## src/rtl/hex8_pkg.sv

```systemverilog
// hex8_pkg: shared types and constants for the hex8 shape and strain core.
// Corner sign table, Jacobian array type and the stage control struct.
// No dependencies.
package hex8_pkg;

  localparam int NODE_COUNT = 8;
  localparam int NODE_W     = 3;
  localparam int JAC_N      = 9;
  localparam int AXIS_N     = 3;

  localparam logic [NODE_W-1:0] LAST_NODE = NODE_W'(NODE_COUNT - 1);

  // corner signs per node: bit0 xi, bit1 eta, bit2 zeta; set means plus
  localparam logic [NODE_COUNT-1:0][AXIS_N-1:0] CORNER_PLUS = {
    3'd6, 3'd7, 3'd5, 3'd4, 3'd2, 3'd3, 3'd1, 3'd0
  };

  typedef logic signed [31:0]    jac_word_t;
  // element 3*r + c holds row r, column c
  typedef jac_word_t [JAC_N-1:0] jac_arr_t;

  typedef struct packed {
    logic                valid;
    logic [NODE_W-1:0]   node;
    logic [AXIS_N-1:0]   plus;
    logic                last;
  } stage_ctl_t;

endpackage

```

## src/rtl/hex8_shape.sv

```systemverilog
// hex8_shape: factor products and rounding of t and the natural derivatives.
// Two register stages, both moving on the shared advance.
// Depends on hex8_pkg.
module hex8_shape #(
  parameter int COORD_FRAC_BITS = 14
) (
  input  logic                            clk,
  input  logic                            rst,
  input  logic                            advance,
  input  hex8_pkg::stage_ctl_t            s1_ctl,
  input  logic [COORD_FRAC_BITS+1:0]      s1_fx,
  input  logic [COORD_FRAC_BITS+1:0]      s1_fy,
  input  logic [COORD_FRAC_BITS+1:0]      s1_fz,
  input  hex8_pkg::jac_arr_t              s1_jac,
  output hex8_pkg::stage_ctl_t            s3_ctl,
  output logic [COORD_FRAC_BITS+2:0]      s3_t,
  output logic [COORD_FRAC_BITS+1:0]      s3_fz,
  output logic signed [COORD_FRAC_BITS:0] s3_dxi,
  output logic signed [COORD_FRAC_BITS:0] s3_deta,
  output logic signed [COORD_FRAC_BITS:0] s3_dzeta,
  output hex8_pkg::jac_arr_t              s3_jac
);

  localparam int F  = COORD_FRAC_BITS;
  localparam int FW = F + 2;
  localparam int TW = F + 3;
  localparam int PW = 2 * FW;
  localparam logic [PW:0] HALF_T = (PW + 1)'(1) << (F - 1);
  localparam logic [PW:0] HALF_D = (PW + 1)'(1) << (F + 2);

  hex8_pkg::stage_ctl_t s2_ctl;
  logic [PW-1:0]        p_xy;
  logic [PW-1:0]        p_yz;
  logic [PW-1:0]        p_xz;
  logic [FW-1:0]        s2_fz;
  hex8_pkg::jac_arr_t   s2_jac;
  logic [PW:0]          t_sum;

  // round half up by 2^(F+3), then apply the corner sign
  function automatic logic signed [F:0] dnat(input logic [PW-1:0] p,
                                             input logic pl);
    logic [PW:0]       s;
    logic signed [F:0] m;
    s = {1'b0, p} + HALF_D;
    m = $signed({1'b0, s[F+3 +: F]});
    return pl ? m : -m;
  endfunction

  assign t_sum = {1'b0, p_xy} + HALF_T;

  always_ff @(posedge clk) begin
    if (rst) begin
      s2_ctl <= '0;
      s3_ctl <= '0;
    end else if (advance) begin
      s2_ctl <= s1_ctl;
      s3_ctl <= s2_ctl;
    end
  end

  always_ff @(posedge clk) begin
    if (advance) begin
      p_xy     <= PW'(s1_fx) * PW'(s1_fy);
      p_yz     <= PW'(s1_fy) * PW'(s1_fz);
      p_xz     <= PW'(s1_fx) * PW'(s1_fz);
      s2_fz    <= s1_fz;
      s2_jac   <= s1_jac;
      s3_t     <= t_sum[F +: TW];
      s3_fz    <= s2_fz;
      s3_dxi   <= dnat(p_yz, s2_ctl.plus[0]);
      s3_deta  <= dnat(p_xz, s2_ctl.plus[1]);
      s3_dzeta <= dnat(p_xy, s2_ctl.plus[2]);
      s3_jac   <= s2_jac;
    end
  end

endmodule

```

## config.mk

```make
export PLATFORM = sky130hd
export DESIGN_NAME = hex8_shape
export DESIGN_NICKNAME = d
export VERILOG_FILES = /design/src/rtl/hex8_pkg.sv /design/src/rtl/hex8_shape.sv
export SDC_FILE = /design/constraint.sdc
export NUM_CORES = 2
export LEC_CHECK = 0
export CAP_MARGIN = 40
export CORE_AREA = 2 2 405 407
export DETAILED_ROUTE_END_ITERATION = 6
export DIE_AREA = 0 0 407 409
export DONT_BUFFER_PORTS = 1
export PLACE_DENSITY_LB_ADDON = 0.15
export SYNTH_ARGS = -nofsm -noshare
export SYNTH_HDL_FRONTEND = slang
export SYNTH_SLANG_ARGS = --single-unit
```

## constraint.sdc

```tcl
create_clock -name clk -period 6.88 [get_ports clk]
set_clock_uncertainty 0.05 [all_clocks]
set_input_delay 0.344 -clock clk [delete_from_list [all_inputs] [get_ports clk]]
set_output_delay 0.344 -clock clk [all_outputs]
set_load 0.1 [all_outputs]
```

---- Word level (Yosys, flattened, before mapping) ----
Cells that the tools add are included.
storage, ports and cells
  output and inout bits ................... 374
  logic and storage cells ................. 51
  ROM bits ................................ 0
  bits of input ports ..................... 347
  bits in writable memories ............... 0
  memories kept ........................... 0
  bits in registers ....................... 779
  latch bits .............................. 0
cells by class
  mux-type cells .......................... 3
  equality and inequality tests ........... 0
  shift-type cells ........................ 0
  div/mod/pow operators ................... 0
  multiply operators ...................... 3
  add/subtract/negate cells ............... 7
  reduce and logical (&&, ||, !) cells .... 0
  magnitude comparators ................... 0
  bitwise logic cells ..................... 0
operator list
  cell                                                              number
  31-bit by 17-bit adder with 31-bit output, second input constant  3
  16-bit by 16-bit multiplier with 31-bit output                    3
  14-bit negator with 15-bit output                                 3
  14-bit 2-to-1 mux                                                 3
  31-bit by 14-bit adder with 31-bit output, second input constant  1

---- Depth between registers and ports, before layout ----
  word-level depth ........................ 3
  mapped depth ............................ 24

---- Least setup slack after synthesis ----
OpenSTA, ideal clock, no wires.
  path type ............................... input -> register
  start ................................... in s1_fz[1]
  end ..................................... reg p_yz[21] (data pin)
  setup time .............................. 262 ps
  slack ................................... 871 ps
  arrival ................................. 5696 ps
  buffers on the path ..................... 2
  stages .................................. 21
  cell sequence ........................... clkbuf_1 -> clkbuf_1 -> nand2_1 -> fa_1 -> fa_1 -> fa_1 -> fa_1 -> inv_1 -> fa_1 -> inv_1 -> fa_1 -> inv_1 -> ha_1 -> nand4_1 -> nor2_1 -> a311o_1 -> o2111ai_1 -> a31oi_1 -> a21oi_1 -> o21bai_1 -> xor2_1
on the way
  longest elaborated chain between the ends .. 1
RTL lines
  item                                            line              RTL
  from (decl)                                     hex8_shape.sv:13  input logic [COORD_FRAC_BITS+1:0] s1_fz,
  16-bit by 16-bit multiplier with 31-bit output  hex8_shape.sv:64  p_yz <= PW'(s1_fy) * PW'(s1_fz);
  to (signal assigned)                            hex8_shape.sv:64
  to (decl)                                       hex8_shape.sv:33  logic [PW-1:0] p_yz;
Every way passes these cells.
A chain may end at the register's enable or synchronous reset.

---- Worst setup path after layout ----
  start ................................... in s1_fz[4]
  end ..................................... reg p_yz[30] (data pin)
The elaborated chain is that of the path after synthesis.

==> reports/metrics.cfg <==
[power]
total_leakage_power_uw = 0.02688
power_switching_uw = 12560
pwr-share-comb_pct = 57.6
power.share.clock_pct = 16.2
power.switching_fraction_pct = 44.53
irDropWorstVdd_mv = 0.4754
internal-power_uw = 15640
seq_power_share_pct = 26.2
power_per_cell_area_nw_per_um2 = 441.9

[global_routing]
grt_antenna_before_repair = 18
wire_length_of_the_first_global_routing_pass_microns = 201600
grt_pass1_vias = 31790
grt_overflow_total = 0
grt.total_usage_pct = 16.15
grt_max_degree = 678

[synth]
ys_ff_latch = 734
avgSynthCellArea_sq_um = 12.42
mappedNetlistArea_sq_um = 48440
synth.area.top_cells = edfxtp_1 45%, fa_1 24%, ha_1 7.7%, inv_1 5.4%, and2_1 4.5%
synth.top_cell.area_share_pct = 44.51
yosysUniqueCellTypes = 66
post_synth_inst_count = 3902
netlist.top_cell.by_area = edfxtp_1
synth_async_sr_flop_share_pct = 0
ys_seq_area_share_pct = 45.17
synthesis.yosys.warnings = 0
synth-edff-count = 718
synth.top_cells.by_count = 718 x edfxtp_1, 693 x inv_1, 576 x fa_1
synthMostInstantiatedCell = edfxtp_1
synthesis.nets = 5123
ys_dominant_reg_cell = edfxtp_1

[floorplanning]
die_h_microns = 409
die-area_sq_um = 166500
start_util_pct = 29.90
floorplan.rows = 148
die-width_microns = 407
coreArea_sq_um = 162000
io_pins = 721

[sta]
max_slew.worst_pin.slew_ns = 1.087
finalHoldViolations = 0
grt_setup_unrepaired = no
finalWorstPathRequiredPeriod_ns = 5.483
hold-worst-slack_ns = 0.05884
report.final.setup_viol = 0
fmax_ghz = 0.1824
setup_tns_ns = 0
slew_viol_final = 0
max-slew-margin-rel_pct = 27.56
post-route-period-util_pct = 79.69

[setup_path]
startpoint_type_of_the_worst_setup_path = input pin
worstSetupPathType = input pin to flip-flop
required_ns = 7.26
end_kind = flip-flop
critical_path_arrival_ns = 5.86
path_max_fanout = 33

[detailed_routing]
routedWlPerCell_microns = 20.35
count_of_routing_violations_after_the_opening_detailed_route_iteration = 1629
avgViaCountPerCell = 4.429
drt_wl_total_microns = 135600
post-route-drc-count = 0
num_vias = 29510
drt-pass1-iter-count = 5
ant_nets = 0

[clocking]
post_cts_resize_count = 0
tritoncts_clock_tree = done
cts-buffers-inserted = 85
clkSlewWorstSetupHoldPaths_ns = 0.05
cts-htree-levels = 3
cts-root-buf = clkbuf_16
cts_buffer_depth = 3
post-cts-setup-buffers = 0
clock-sinks = 734
holdBufCountCts = 317
clkLatencyLatePin_ns = 0.69

[status]
run_status = complete, no violations

[place]
finalWeightedCongestion = 0.7750
port_buffers = 0
dpl.hpwl_microns = 93650

[worst_hold_path]
min-delay-path-class = input pin to flip-flop

[final_layout]
final.fill_count = 15250
final_nets = 5625
area_growth_syn_to_layout_pct = 31.74
drive_gt1_share_pct = 9.615

[job]
cap_violations = 0

final timing paths:
check             start           to  slack (ns)  cells past startpoint
max            s1_fz[4]     p_yz[30]        1.40                     20
max reg2reg    p_xy[16]  s3_dzeta[7]        3.94                      9
min             advance    s3_dxi[5]        0.06                      1
min reg2reg  s2_jac[72]   s3_jac[72]        0.33                      0
flip-flops by register name (all words and copies together) (netlist names):
signal / cells
p_xz: 15
s3_fz: 16
p_yz: 15
p_xy: 18
s3_deta: 15
s2_fz: 16
s2_jac: 288
s3_dxi: 15
s3_t: 17
s2_ctl: 8
s3_jac: 288
s3_dzeta: 15
s3_ctl: 8
placed cells by master, fill, tap and decap left out, drive strengths merged, types with 7 or more instances in the layout:
cell and instances:
a211oi 7, a21o 16, a21oi 62, a31oi 25, and2 347, and3 20
buf 271, bufinv 8, clkbuf 111, clkinv 35, dfxtp 16, diode 15
dlygate4sd3 315, edfxtp 718, fa 576, ha 298, inv 700, mux2i 19
nand2 465, nand3 29, nand4 26, nor2 87, nor2b 7, nor3 24
o21ai 40, o21bai 8, xnor2 106, xor2 45
power groups by stage:
stage               logic [uW]  clock network [uW]  registers, uW
floorplan                10200                   0           8390
global placement         13800                   0           8790
detailed placement       16100                   0           7530
CTS                      16400                4740           7450
global route             18500                4930           7470
finish                   16200                4580           7390
cells by family after synthesis:
group	count (synthesis)	share of synthesized area, %
flops	734	45.17
mux	22	0.4623
xor+xnor	151	2.730
buf+inv	876	6.834
compound gates	212	2.831
fa+ha+maj	874	31.50
simple gates	1033	10.48
critical path, stage by stage:
cell and delay (ns):
and2_1 0.18, fa_1 0.53, inv_1 0.05, fa_1 0.45
fa_1 0.52, fa_1 0.54, inv_1 0.05, fa_1 0.47
inv_1 0.05, fa_1 0.47, inv_1 0.04, ha_1 0.36
nand4_1 0.10, nor2_1 0.14, o2111ai_1 0.14, a31oi_1 0.41
o21ai_1 0.22, a311oi_1 0.43, nor2_1 0.08, a211o_1 0.27
through the flow:
step / area (sq um) / setup WS, ns / utilization (%) / power (uW) / instances
floorplan: 48440 / 0.8714 / - / 18600 / 3902
global placement: 50460 / 0.7679 / 31.14 / 22580 / 5895
detailed placement: 57300 / 0.7163 / 35.37 / 23640 / 6158
CTS: 63340 / 1.490 / 39.09 / 28620 / 6630
global route: 63810 / 1.062 / 39.38 / 30900 / 6660
finish: 63820 / 1.397 / 39.39 / 28200 / 6662
layout make-up:
class                   instances  area (sq um)  area share (%)
multi-input cells            2292         23250           36.43
flip-flops and latches        734         21880           34.29
repair buffers                598         10490           16.43
well taps                    2175          2721           4.264
inverters                     693          2601           4.076
clock buffers                  99          2210           3.462
clock inverters                56         630.6          0.9881
diodes                         15         37.54         0.05882
per-layer routing:
layer	track usage [%]	part of all wire [%]	up-vias
li1	-	-	13490
met1	20.45	42	15150
met2	27.97	51	759
met3	3.427	6.0	114
met4	3.844	1.8	2
met5	0	0.0052	-
(Power assumes the default switching activity.)
